$ cat config.mk
export PLATFORM = sky130hd
export DESIGN_NAME = lesm_ctrl
export DESIGN_NICKNAME = d
export VERILOG_FILES = /design/src/design/lesm_pkg.sv /design/src/design/lesm_ctrl.sv
export SDC_FILE = /design/constraint.sdc
export NUM_CORES = 1
export LEC_CHECK = 0
export BUFFER_PORTS_ARGS = -buffer_cell sky130_fd_sc_hd__clkbuf_2
export CELL_PAD_IN_SITES_DETAIL_PLACEMENT = 1
export CELL_PAD_IN_SITES_GLOBAL_PLACEMENT = 2
export CORE_MARGIN = 5
export CORE_UTILIZATION = 26
export CTS_CLUSTER_SIZE = 25
export DETAILED_ROUTE_END_ITERATION = 8
export MAX_ROUTING_LAYER = met4
export PLACE_DENSITY = 0.89
export SLEW_MARGIN = 20
export SYNTH_ARGS = -nofsm -noshare
export SYNTH_HDL_FRONTEND = slang
export SYNTH_SLANG_ARGS = --single-unit
$ cat constraint.sdc
create_clock -name clock -period 3.01 [get_ports clock]
set_input_delay 0.602 -clock clock [delete_from_list [all_inputs] [get_ports clock]]
set_output_delay 0.602 -clock clock [all_outputs]
set_load 0.05 [all_outputs]
$ cat src/design/lesm_pkg.sv
// Shared types and constants for the latency event series monitor.
package lesm_pkg;

   localparam int RING_LEN_DEF   = 128;
   localparam int NUM_EVENTS_DEF = 16;

   typedef enum logic [1:0] {
      CMD_ADD     = 2'd0,
      CMD_ANALYZE = 2'd1,
      CMD_RESET   = 2'd2,
      CMD_NONE    = 2'd3
   } cmd_type;

   typedef struct packed {
      logic load;       // capture request word
      logic clr_start;  // begin ring clear for new series
      logic clr_step;   // clear one slot
      logic add_rd;     // read previous slot
      logic add_wr;     // finish add
      logic scan_start; // begin pass
      logic scan_step;  // read/accumulate one slot
      logic div_start;  // start division
      logic div_step;   // one division iteration
      logic pass2;      // selects deviation pass
      logic fin_avg;    // latch average
      logic fin_out;    // build analyze result
      logic do_reset;   // execute reset and build result
   } dp_cmd_type;

   typedef struct packed {
      cmd_type cmd;
      logic    ev_ok;
      logic    exists;
      logic    clr_last;
      logic    div_done;
   } dp_sts_type;

endpackage

$ cat src/design/lesm_ctrl.sv
// Controller state machine sequencing add, analyze and reset.
module lesm_ctrl
   import lesm_pkg::*;
(
   input  logic       clock,
   input  logic       reset,
   input  logic       req_valid,
   output logic       req_ready,
   output logic       rsp_valid,
   input  logic       rsp_ready,
   input  dp_sts_type sts,
   output dp_cmd_type cmd
);
   typedef enum logic [3:0] {
      S_IDLE, S_DEC, S_CLR, S_ARD, S_AWAIT, S_AWR,
      S_SCAN1, S_DRN1, S_LD1, S_DIV1, S_AVG, S_SCAN2, S_DRN2, S_LD2, S_DIV2, S_OUT
   } state_type;

   state_type state_ff, state_in;
   logic rsp_valid_ff;

   assign req_ready = (state_ff == S_IDLE) && !rsp_valid_ff;
   assign rsp_valid = rsp_valid_ff;

   always_comb begin
      cmd = '0;
      state_in = state_ff;
      unique case (state_ff)
         S_IDLE: begin
            cmd.load = req_valid && req_ready;
            if (cmd.load) state_in = S_DEC;
         end
         S_DEC: begin
            unique case (sts.cmd)
               CMD_ADD: begin
                  if (!sts.ev_ok) state_in = S_IDLE;
                  else if (!sts.exists) begin
                     cmd.clr_start = 1'b1; state_in = S_CLR;
                  end else state_in = S_ARD;
               end
               CMD_ANALYZE: begin
                  if (sts.ev_ok && sts.exists) begin
                     cmd.scan_start = 1'b1; state_in = S_SCAN1;
                  end else begin
                     cmd.fin_out = 1'b1; state_in = S_OUT;
                  end
               end
               CMD_RESET: begin
                  cmd.do_reset = 1'b1; state_in = S_OUT;
               end
               default: state_in = S_IDLE;
            endcase
         end
         S_CLR: begin
            cmd.clr_step = 1'b1;
            if (sts.clr_last) state_in = S_ARD;
         end
         S_ARD:   begin cmd.add_rd = 1'b1; state_in = S_AWAIT; end
         S_AWAIT: begin cmd.add_rd = 1'b1; state_in = S_AWR; end
         S_AWR:   begin cmd.add_wr = 1'b1; state_in = S_IDLE; end
         S_SCAN1: begin
            cmd.scan_step = 1'b1;
            if (sts.clr_last) state_in = S_DRN1;
         end
         S_DRN1: state_in = S_LD1;
         S_LD1: begin
            cmd.div_start = 1'b1; state_in = S_DIV1;
         end
         S_DIV1: begin
            cmd.div_step = !sts.div_done;
            if (sts.div_done) state_in = S_AVG;
         end
         S_AVG: begin
            cmd.fin_avg = 1'b1; cmd.scan_start = 1'b1; cmd.pass2 = 1'b1; state_in = S_SCAN2;
         end
         S_SCAN2: begin
            cmd.pass2 = 1'b1;
            cmd.scan_step = 1'b1;
            if (sts.clr_last) state_in = S_DRN2;
         end
         S_DRN2: begin
            cmd.pass2 = 1'b1; state_in = S_LD2;
         end
         S_LD2: begin
            cmd.div_start = 1'b1; state_in = S_DIV2;
         end
         S_DIV2: begin
            cmd.div_step = !sts.div_done;
            if (sts.div_done) begin cmd.fin_out = 1'b1; state_in = S_OUT; end
         end
         S_OUT:  state_in = S_IDLE;
         default: state_in = S_IDLE;
      endcase
   end

   always_ff @(posedge clock) begin
      if (reset) begin
         state_ff <= S_IDLE;
         rsp_valid_ff <= 1'b0;
      end else begin
         state_ff <= state_in;
         if (state_ff == S_OUT) rsp_valid_ff <= 1'b1;
         else if (rsp_ready) rsp_valid_ff <= 1'b0;
      end
   end

   one_job: assert property (@(posedge clock) disable iff (reset)
      req_valid && req_ready |=> !req_ready)
      else $error("accepted while busy");
   rsp_hold: assert property (@(posedge clock) disable iff (reset)
      rsp_valid && !rsp_ready |=> rsp_valid)
      else $error("result dropped");
   out_gate: assert property (@(posedge clock) disable iff (reset)
      state_ff == S_OUT |-> !rsp_valid_ff)
      else $error("result overwritten");
endmodule

### Word level (Yosys, flattened, before mapping)

Cells that the tools add are included.

* output and inout port bits: 15
* input port bits: 10
* register bits after elaboration: 5
* logic and storage cells: 75

* reduce and logical (&&, ||, !) cells: 15
* multiplexer cells: 35
* equal/unequal tests: 23

Operators with widths (count)
* $pmux 4 s15: 1
* $eq 4x4->1 const B: 8
* $mux 4: 7
* $mux 1: 23
* $eq 4x3->1 const B: 4
* $pmux 4 s3: 1
* $ne 2x2->1 const B: 5
* $reduce_or 2->1: 5
* $eq 4x2->1 const B: 2
* $reduce_and 6->1: 1
* $eq 4x1->1 const B: 1
* $logic_not 4->1: 1
* $pmux 1 s2: 2
* $logic_and 1x1->1: 3
* $reduce_or 3->1: 1
* $eq 2x1->1 const B: 1
* $eq 2x2->1 const B: 1
* $logic_not 1->1: 2
* $logic_not 2->1: 1
* $mux 2: 1
* $ne 2x1->1 const B: 1
* $reduce_bool 2->1: 1

### Logic depth before layout (Yosys ltp)

Gate-level depths: netlist of run 1.

* depth after elaboration: 5
* depth in mapped cells: 6

### Least setup slack after synthesis of run 1

No wires, ideal clock.

* path type: reg2out
* start point: reg state_ff[0]
* end point: out cmd[7] (netlist name)
* stages on the path, launching flop included: 5
* path buffers: 2
* arrival: 2715 ps
* data required time: 2408 ps
* slack: -307 ps
* cells stage by stage: dfxtp_1 > buf_4 > clkbuf_1 > nor4_1 > a41o_1

RTL lines
* from (decl): RTL line lesm_ctrl.sv:19 `state_type state_ff, state_in;`
* from (signal assigned): RTL line lesm_ctrl.sv:101 `state_ff <= state_in;`
* to (decl): RTL line lesm_ctrl.sv:12 `output dp_cmd_type cmd`

==> parameters.txt, run 1 <==
Parameter                              Value

Outcome
  Outcome ... finished, final reports clean

Setup path
  Maximum single-stage delay on the critical path ... 0.45 ns
  WP data arrival ... 1.81 ns
  Required time at the endpoint of the critical path ... 2.41 ns
  Launching element of the worst setup path ... state_ff[1]
  Type of origin of the critical path ... flip-flop
  Critical path peak fanout ... 14
  Standard cell with the maximum stage delay on the critical path ... sky130_fd_sc_hd__dfxtp_1
  Worst path cell trace ... nand2b_1 > or3_1 > nor3_1 > clkbuf_2
  Nature of the critical path endpoint ... primary output
  Worst R2R Start ... state_ff[2]
  Worst path buffer plus inverter count ... 1
  Kind of cell adding the most delay to the critical path ... simple AND/OR/NAND/NOR gates
  Start-to-end type of the worst setup path ... flip-flop to primary output

Power
  Peak ir drop on the vdd network ... 221.5 µV
  Overall Power ... 0.0004177 W
  Power per cell area ... 521.6 nW/µm²
  Static power due to leakage ... 0.3891 nW

Detailed routing
  Routed metal-1 wire length ... 907 µm
  Routed vias/inst ... 5.214
  Length of routed met3 wiring ... 101 µm
  Detailed-route wire length ... 1.882 mm
  Vias ... 730
  Antenna viol nets, final ... 0
  Detailed-route wire length per cell ... 13.44 µm
  Top layer in use ... met3
  Starting DRC count in detailed routing ... 8
  Drt first pass iters ... 4
  Routed wl met2 ... 873 µm
  Count of unresolved DRC violations after routing ... 0

CTS
  Number of buffers inserted during clock tree synthesis ... 3
  CTS root buffer ... sky130_fd_sc_hd__clkbuf_4
  Clock input transition at the sequential cells of the worst setup and hold paths ... 0.05 ns
  H-tree depth ... 1
  Clk buf depth ... 2
  Post-cts sizing count ... 0
  Post-CTS Setup Bufs ... 0
  TritonCTS clock tree ... built
  Total number of clock tree sinks ... 5
  Clock Latency Late Sink ... 0.24 ns
  Post-CTS Hold Fix Bufs ... 0

Finish
  Layout fillers ... 323
  Net count, final ... 127
  ANT cells ... 0
  Commonest cells after routing, fill and taps aside ... 24 x sky130_fd_sc_hd__clkbuf_2, 8 x sky130_fd_sc_hd__a21oi_1, 8 x sky130_fd_sc_hd__nor2_1
  Leading cell type in the layout, fill and taps excluded ... sky130_fd_sc_hd__clkbuf_2
  Final non-filler cell area ... 800.8 µm²
  Area added between synthesis and finish ... 26.98%
  Fraction of final layout cells sized beyond drive strength 1 ... 31.25%

Logic synthesis
  Synthesis warning total ... 0
  Number of synthesized register bits ... 5
  Sequential fraction of the synthesis area ... 15.87%
  Mean post-synth cell area ... 7.166 µm²
  Largest area contributor in the synthesized netlist ... sky130_fd_sc_hd__dfxtp_1
  Area fraction of the dominant cell type after synthesis ... 15.87%
  Cell area after synthesis ... 630.6 µm²
  Syn nets ... 102
  Post-Syn Instances ... 88
  Number of distinct library cells after synthesis ... 40
  Post-synth top flop ... sky130_fd_sc_hd__dfxtp_1
  Number of synthesized flops with an enable pin ... 0
  Most area-consuming cells after synthesis ... sky130_fd_sc_hd__dfxtp_1 16%, sky130_fd_sc_hd__ha_1 7.9%, sky130_fd_sc_hd__a21oi_1 6.3%
  Post-synth ARST share ... 0%

Floorplanning
  Starting density of the core ... 27.97%
  Horizontal extent of the die ... 59.25 µm
  Ports ... 25
  Site row count ... 17
  Total Die Area ... 3511 µm²
  Total core area ... 2255 µm²
  Die span in y ... 59.25 µm

Placed design
  Routability-driven placement congestion ratio ... 0.8254
  Sum of net half-perimeters after detailed placement ... 1.514 mm
  Area of placed instances ... 774.5 µm²
  Number of input and output port buffers inserted ... 24

Run
  Number of violations of the max-capacitance limit ... 0

GRT
  Number of global-route vias before repair ... 775
  Global-route wire length before repair ... 3.312 mm
  Pin count of the biggest net entering global routing ... 18
  Overall fraction of global-route tracks in use ... 12.15%
  Initial antenna violation count ... 0
  Remaining Overflow, GRT ... 0

STA
  Max-Slew Margin vs Limit ... 67.01%
  Final slew viol count ... 0
  Fraction of the cycle the final worst path needs ... 80.09%
  Setup-failing EPs final ... 0
  Final clock skew ... 0.003976 ns
  Final period demand of the worst path ... 2.411 ns
  Final Hold Vio Count ... 0
  Worst-margin pin slew ... 0.4942 ns
  Setup TNS after final layout ... 0 ns
  Achievable Freq ... 414.8 MHz
  RSZ-0062 raised after global routing ... false

Hold path
  Worst min-delay path category ... flip-flop to flip-flop
  Worst Hold Launch ... rsp_valid
## layout make-up
| class | instances | area [µm²] | area share (%) |
|---|---|---|---|
| clock buffers | 4 | 26.28 | 3.281 |
| inverters | 6 | 22.52 | 2.812 |
| multi-input cells | 70 | 474.2 | 59.22 |
| flip-flops and latches | 5 | 100.1 | 12.50 |
| well taps | 28 | 35.03 | 4.375 |
| repair buffers | 27 | 142.6 | 17.81 |
## per-stage QoR
| step | setup WS [ns] | hold slack (ns) | instances | util (%) |
|---|---|---|---|---|
| after floorplan | 0.1979 | 0.6234 | 88 | - |
| after global placement | 0.8043 | 0.4938 | 136 | 34.35 |
| after detailed placement | 0.7616 | 0.4972 | 136 | 34.35 |
| after CTS | 0.5635 | 0.5100 | 140 | 35.52 |
| after global routing | 0.5072 | 0.5373 | 140 | 35.52 |
| final | 0.5993 | 0.5021 | 140 | 35.52 |
## sequential cells by signal, summed over array words and instances, names as in the netlist
signal     count
state_ff       4
rsp_valid      1
## cell families after synthesis
group / synth area share, %
and+or+nand+nor: 35.32
AOI/OAI and AO/OA: 26.19
buffers and inverters: 9.921
DFF: 15.87
adders and majority gates: 7.937
muxes: 4.762
## worst paths after layout
| kind | slack [ns] | cells past startpoint | endpoint |
|---|---|---|---|
| max | 0.60 | 4 | cmd[11] |
| min | 0.50 | 2 | rsp_valid |
| max reg2reg | 1.19 | 5 | state_ff[1] |
| min reg2reg | 0.50 | 2 | rsp_valid |
## routing by layer
| layer | up-vias | track usage [%] |
|---|---|---|
| met1 | 339 | 15.51 |
| met3 | 0 | 1.089 |
| met4 | 0 | 4.854 |
| met5 | - | - |
| li1 | 371 | - |
| met2 | 20 | 19.50 |
## worst min-delay path, delay by kind of cell, from the launching register on
family,cells,cell delay [ns]
flops,1,0.32
compound gates,1,0.06
simple gates,1,0.07
## Yosys cell counts (all sizes together) (2+ instances only)
library cell  n
mux2i         3
nor4          4
dfxtp         5
nand4         2
a21oi         8
nor2b         2
nor3          4
and2          2
buf           6
o21ai         3
inv           6
nand2b        4
nand2         6
nor2          8
nand3         2
ha            4
## power by group
part	switching (W)	internal [W]	leakage, nW
combinational	0.000168	0.0000771	0.333
clock	0.0000266	0.0000501	0.0150
sequential	0.0000201	0.0000756	0.0409
No activity file was read; power rests on OpenSTA's default activity.
==> inputs of run 2 (changes only) <==
CORE_UTILIZATION = 24   (was 26)
PLACE_DENSITY = 0.84   (was 0.89)
clock period = 2.5 ns   (was 3.01 ns; I/O delays follow)
==> parameters.txt, run 2 (synthesized netlist as in run 1, its figures left out) <==
Parameter                              Value

Floorplanning
  Total core area ... 2500 µm²
  Die span in y ... 61.26 µm
  Starting density of the core ... 25.23%
  Site row count ... 18
  Total Die Area ... 3753 µm²
  Ports ... 25
  Horizontal extent of the die ... 61.26 µm

Detailed routing
  Detailed-route wire length ... 2.007 mm
  Antenna viol nets, final ... 0
  Count of unresolved DRC violations after routing ... 0
  Vias ... 751
  Routed vias/inst ... 5.252
  Detailed-route wire length per cell ... 14.03 µm
  Starting DRC count in detailed routing ... 20
  Drt first pass iters ... 3

Setup path
  Worst R2R Start ... state_ff[2]
  Critical path peak fanout ... 11
  Kind of cell adding the most delay to the critical path ... simple AND/OR/NAND/NOR gates
  End of the worst register-to-register path ... state_ff[1]
  Worst-case register-to-register setup slack ... 0.67 ns
  Nature of the critical path endpoint ... primary output
  Path depth of the worst reg2reg path ... 5
  Required time at the endpoint of the critical path ... 2.00 ns
  WP data arrival ... 1.79 ns
  Type of origin of the critical path ... flip-flop
  Worst path cell trace ... nand2b_1 > or3_1 > nor3_1 > clkbuf_2
  Start-to-end type of the worst setup path ... flip-flop to primary output
  Standard cell with the maximum stage delay on the critical path ... sky130_fd_sc_hd__dfxtp_1
  Worst path buffer plus inverter count ... 1
  Maximum single-stage delay on the critical path ... 0.44 ns

CTS
  Total number of clock tree sinks ... 5
  Clock Latency Late Sink ... 0.24 ns
  TritonCTS clock tree ... built
  Post-CTS Hold Fix Bufs ... 0
  Post-cts sizing count ... 0
  Clock input transition at the sequential cells of the worst setup and hold paths ... 0.04 ns
  CTS root buffer ... sky130_fd_sc_hd__clkbuf_4
  H-tree depth ... 1
  Clk buf depth ... 2
  Number of buffers inserted during clock tree synthesis ... 3
  Post-CTS Setup Bufs ... 0

Finish
  Fraction of final layout cells sized beyond drive strength 1 ... 32.74%
  Net count, final ... 128
  ANT cells ... 0
  Area added between synthesis and finish ... 29.56%
  Commonest cells after routing, fill and taps aside ... 24 x sky130_fd_sc_hd__clkbuf_2, 8 x sky130_fd_sc_hd__a21oi_1, 8 x sky130_fd_sc_hd__nor2_1
  Final non-filler cell area ... 817.0 µm²
  Biggest register ... state_ff
  Layout fillers ... 320
  Leading cell type in the layout, fill and taps excluded ... sky130_fd_sc_hd__clkbuf_2
  Max reg flops ... 4

STA
  Final Hold Vio Count ... 0
  Worst-margin pin slew ... 0.4660 ns
  Max-Slew Margin vs Limit ... 68.89%
  Setup TNS after final layout ... 0 ns
  Final slew viol count ... 0
  Fin Hold WS ... 0.4963 ns
  Fraction of the cycle the final worst path needs ... 91.79%
  RSZ-0062 raised after global routing ... false
  Achievable Freq ... 435.8 MHz
  Setup-failing EPs final ... 0
  Worst-case setup margin in the final layout ... 0.2053 ns
  Final clock skew ... 0.001373 ns
  Final period demand of the worst path ... 2.295 ns

Placed design
  Area of placed instances ... 790.8 µm²
  Sum of net half-perimeters after detailed placement ... 1.663 mm
  Number of input and output port buffers inserted ... 24
  Routability-driven placement congestion ratio ... 0.7706
  Pre-CTS worst setup slack ... 0.4556 ns

GRT
  Overall fraction of global-route tracks in use ... 11.58%
  Pin count of the biggest net entering global routing ... 14
  Global-route wire length before repair ... 3.263 mm
  Number of global-route vias before repair ... 748
  Initial antenna violation count ... 0
  Remaining Overflow, GRT ... 0

Outcome
  Outcome ... finished, final reports clean

Power
  Static power due to leakage ... 0.3952 nW
  Peak ir drop on the vdd network ... 299.5 µV
  Power per cell area ... 626.4 nW/µm²

Hold path
  Worst min-delay path category ... input pin to flip-flop
  Worst Hold Launch ... reset
  Depth of the worst hold-timing path ... 2
  Endpoint, Worst Hold ... state_ff[0]

Run
  Number of violations of the max-capacitance limit ... 0
[run 2: final cells by class]
| cell class | instances | area [µm²] | share of cell area [%] |
|---|---|---|---|
| clock buffers | 4 | 26.28 | 3.216 |
| inverters | 6 | 22.52 | 2.757 |
| multi-input cells | 70 | 480.5 | 58.81 |
| flip-flops and latches | 5 | 100.1 | 12.25 |
| well taps | 30 | 37.54 | 4.594 |
| repair buffers | 28 | 150.1 | 18.38 |
[run 2: how the worst max path moves through the flow]
stage                      startpoint      end  cells after the start
after floorplan           state_ff[0]   cmd[7]                      4
after global placement    state_ff[3]  cmd[11]                      4
after detailed placement  state_ff[3]  cmd[11]                      4
after CTS                 state_ff[1]  cmd[11]                      4
after global routing      state_ff[0]  cmd[11]                      4
final                     state_ff[1]  cmd[11]                      4
[run 2: worst register-to-register path: stages (launching register included)]
cell and delay, ns:
sky130_fd_sc_hd__dfxtp_1 0.53, sky130_fd_sc_hd__buf_4 0.25, sky130_fd_sc_hd__and3b_1 0.23, sky130_fd_sc_hd__a22oi_2 0.20, sky130_fd_sc_hd__a21oi_1 0.12, sky130_fd_sc_hd__a221o_1 0.37
[run 2: per-stage QoR]
| stage | std cells | utilization (%) | total power (W) |
|---|---|---|---|
| floorplan | 88 | - | 0.0003502 |
| global placement | 139 | 31.63 | 0.0004156 |
| detailed placement | 139 | 31.63 | 0.0004232 |
| CTS | 143 | 32.68 | 0.0005173 |
| global route | 143 | 32.68 | 0.0005544 |
| finish | 143 | 32.68 | 0.0005118 |
[run 2: where the power goes]
group	internal, W	switching (W)	total (W)
Sequential	0.0000910	0.0000346	0.000126
Combinational	0.0000963	0.000199	0.000295
Clock	0.0000602	0.0000310	0.0000912
Total	0.000248	0.000264	0.000512
[run 2: per-layer routing]
layer	GRT usage [%]	vias up	part of all wire, %
li1	-	378	-
met3	1.468	0	3.7
met2	19.64	16	49
met5	-	-	0
met1	14.73	357	48
met4	2.167	0	0
==> inputs of run 3 (changes only) <==
CORE_UTILIZATION = 26   (was 24)
CTS_BUF_LIST = sky130_fd_sc_hd__clkbuf_2   (was not set)
PLACE_DENSITY = 0.89   (was 0.84)
SETUP_SLACK_MARGIN = 0.2   (was not set)
==> parameters.txt, run 3 (synthesized netlist as in run 1, its figures left out) <==
Parameter                              Value

Detailed routing
  Vias ... 729
  Count of unresolved DRC violations after routing ... 0
  Antenna viol nets, final ... 0
  Starting DRC count in detailed routing ... 14
  Detailed-route wire length ... 2.021 mm
  Routed vias/inst ... 5.170
  Detailed-route wire length per cell ... 14.33 µm
  Drt first pass iters ... 2

Outcome
  Outcome ... finished, final reports clean

CTS
  Clock input transition at the sequential cells of the worst setup and hold paths ... 0.05 ns
  TritonCTS clock tree ... built
  Total number of clock tree sinks ... 5
  H-tree depth ... 1
  Clk buf depth ... 2
  Post-CTS Setup Bufs ... 0
  Clock Latency Late Sink ... 0.22 ns
  Number of buffers inserted during clock tree synthesis ... 3
  CTS root buffer ... sky130_fd_sc_hd__clkbuf_2

STA
  Final slew viol count ... 0
  Final period demand of the worst path ... 2.149 ns
  Fraction of the cycle the final worst path needs ... 85.96%
  Worst-margin pin slew ... 0.2908 ns
  Fin Hold WS ... 0.5058 ns
  Worst-case setup margin in the final layout ... 0.3510 ns
  Final clock skew ... 0.007543 ns
  RSZ-0062 raised after global routing ... false
  Final Hold Vio Count ... 0
  Max-Slew Margin vs Limit ... 80.70%
  Setup-failing EPs final ... 0
  Achievable Freq ... 465.3 MHz

Run
  Number of violations of the max-capacitance limit ... 0

Setup path
  Required time at the endpoint of the critical path ... 2.00 ns
  Start-to-end type of the worst setup path ... flip-flop to primary output
  Nature of the critical path endpoint ... primary output
  Type of origin of the critical path ... flip-flop
  Critical path peak fanout ... 14
  WP data arrival ... 1.65 ns

Placed design
  Pre-CTS worst setup slack ... 0.4028 ns
  Placed insts ... 137
  Sum of net half-perimeters after detailed placement ... 1.607 mm
  Routability-driven placement congestion ratio ... 0.7764
  Number of input and output port buffers inserted ... 24

Finish
  Sequential cell area ... 103.9 µm²
  Net count, final ... 128
  Area added between synthesis and finish ... 32.34%
  Max reg flops ... 4
  Total area of multi-input combinational cells ... 503.0 µm²
  Count of non-filler cells in the finished layout ... 141
  Fraction of final layout cells sized beyond drive strength 1 ... 40.71%
  Layout fillers ... 310
  ANT cells ... 0
  Commonest cells after routing, fill and taps aside ... 27 x sky130_fd_sc_hd__clkbuf_2, 8 x sky130_fd_sc_hd__a21oi_1, 8 x sky130_fd_sc_hd__nor2_1
  Leading cell type in the layout, fill and taps excluded ... sky130_fd_sc_hd__clkbuf_2
  Biggest register ... state_ff

Floorplanning
  Starting density of the core ... 27.97%
  Total core area ... 2255 µm²
  Horizontal extent of the die ... 59.25 µm
  Ports ... 25
  Die span in y ... 59.25 µm
  Site row count ... 17
  Total Die Area ... 3511 µm²

Power
  Switching fraction of total power ... 53.54%
  Switching power summed over all nets ... 0.0002689 W
  Static power due to leakage ... 0.4044 nW
  Internal power of the cells ... 0.0002334 W
  Peak ir drop on the vdd network ... 310.8 µV
  Register share of total power ... 24.5%
  Part of the total power dissipated in combinational logic ... 60.7%
  Power per cell area ... 601.8 nW/µm²
  Fraction of power consumed by the clock network ... 14.8%

GRT
  Initial antenna violation count ... 0
  Overall fraction of global-route tracks in use ... 13.43%
  Remaining Overflow, GRT ... 0
  Global-route wire length before repair ... 3.539 mm
  Number of global-route vias before repair ... 784
  Pin count of the biggest net entering global routing ... 15

Hold path
  Worst min-delay path category ... flip-flop to flip-flop
-- run 3: routing by layer --
layer	vias to the layer above	wire [µm]	global-route usage, %
met5	-	0	-
met1	334	972	17.82
met3	2	70	1.525
li1	374	-	-
met2	19	956	19.19
met4	0	21	8.091
-- run 3: final cells by class --
| cell class | instances | area share (%) |
|---|---|---|
| Sequential cell | 5 | 12.44 |
| Tap cell | 28 | 4.198 |
| Timing Repair Buffer | 28 | 17.99 |
| Multi-Input combinational cell | 70 | 60.27 |
| Inverter | 6 | 2.699 |
| Clock buffer | 4 | 2.399 |
-- run 3: worst paths after layout --
path / start / endpoint / slack [ns] / depth (start not counted)
setup / recovery: state_ff[0] / cmd[1] / 0.35 / 4
hold / removal: rsp_valid / rsp_valid / 0.51 / 2
setup reg to reg: state_ff[2] / state_ff[1] / 0.81 / 5
hold reg to reg: rsp_valid / rsp_valid / 0.51 / 2
-- run 3: per-stage QoR --
| stage | area, µm² | setup TNS, ns | utilization, % | power (W) |
|---|---|---|---|---|
| final | 834.6 | 0 | 37.01 | 0.0005023 |
| after global routing | 834.6 | 0 | 37.01 | 0.0005495 |
| after CTS | 829.5 | 0 | 36.79 | 0.0005040 |
| after detailed placement | 808.3 | 0 | 35.85 | 0.0004251 |
| after global placement | 808.3 | 0 | 35.85 | 0.0004192 |
| after floorplan | 663.1 | -0.09735 | - | 0.0003557 |
-- run 3: power by group through the flow --
stage          combinational [W]  clock (W)  sequential (W)
2_1_floorplan           0.000257          0       0.0000988
3_3_place_gp            0.000299          0        0.000120
3_5_place_dp            0.000304          0        0.000122
4_1_cts                 0.000306  0.0000774        0.000121
5_1_grt                 0.000331  0.0000909        0.000127
6_report                0.000305  0.0000745        0.000123
-- run 3: critical path, cell delays in order (launching register included) --
cell and delay (ns):
sky130_fd_sc_hd__dfxtp_2 0.46, sky130_fd_sc_hd__nand2b_1 0.16, sky130_fd_sc_hd__or3_1 0.36, sky130_fd_sc_hd__o21ai_1 0.15
sky130_fd_sc_hd__clkbuf_2 0.29
-- run 3: timing repair --
action                                  CTS  global route
endpoints found under the setup margin    2             7
gates resized for setup                   1             4
hold buffers                              0             0
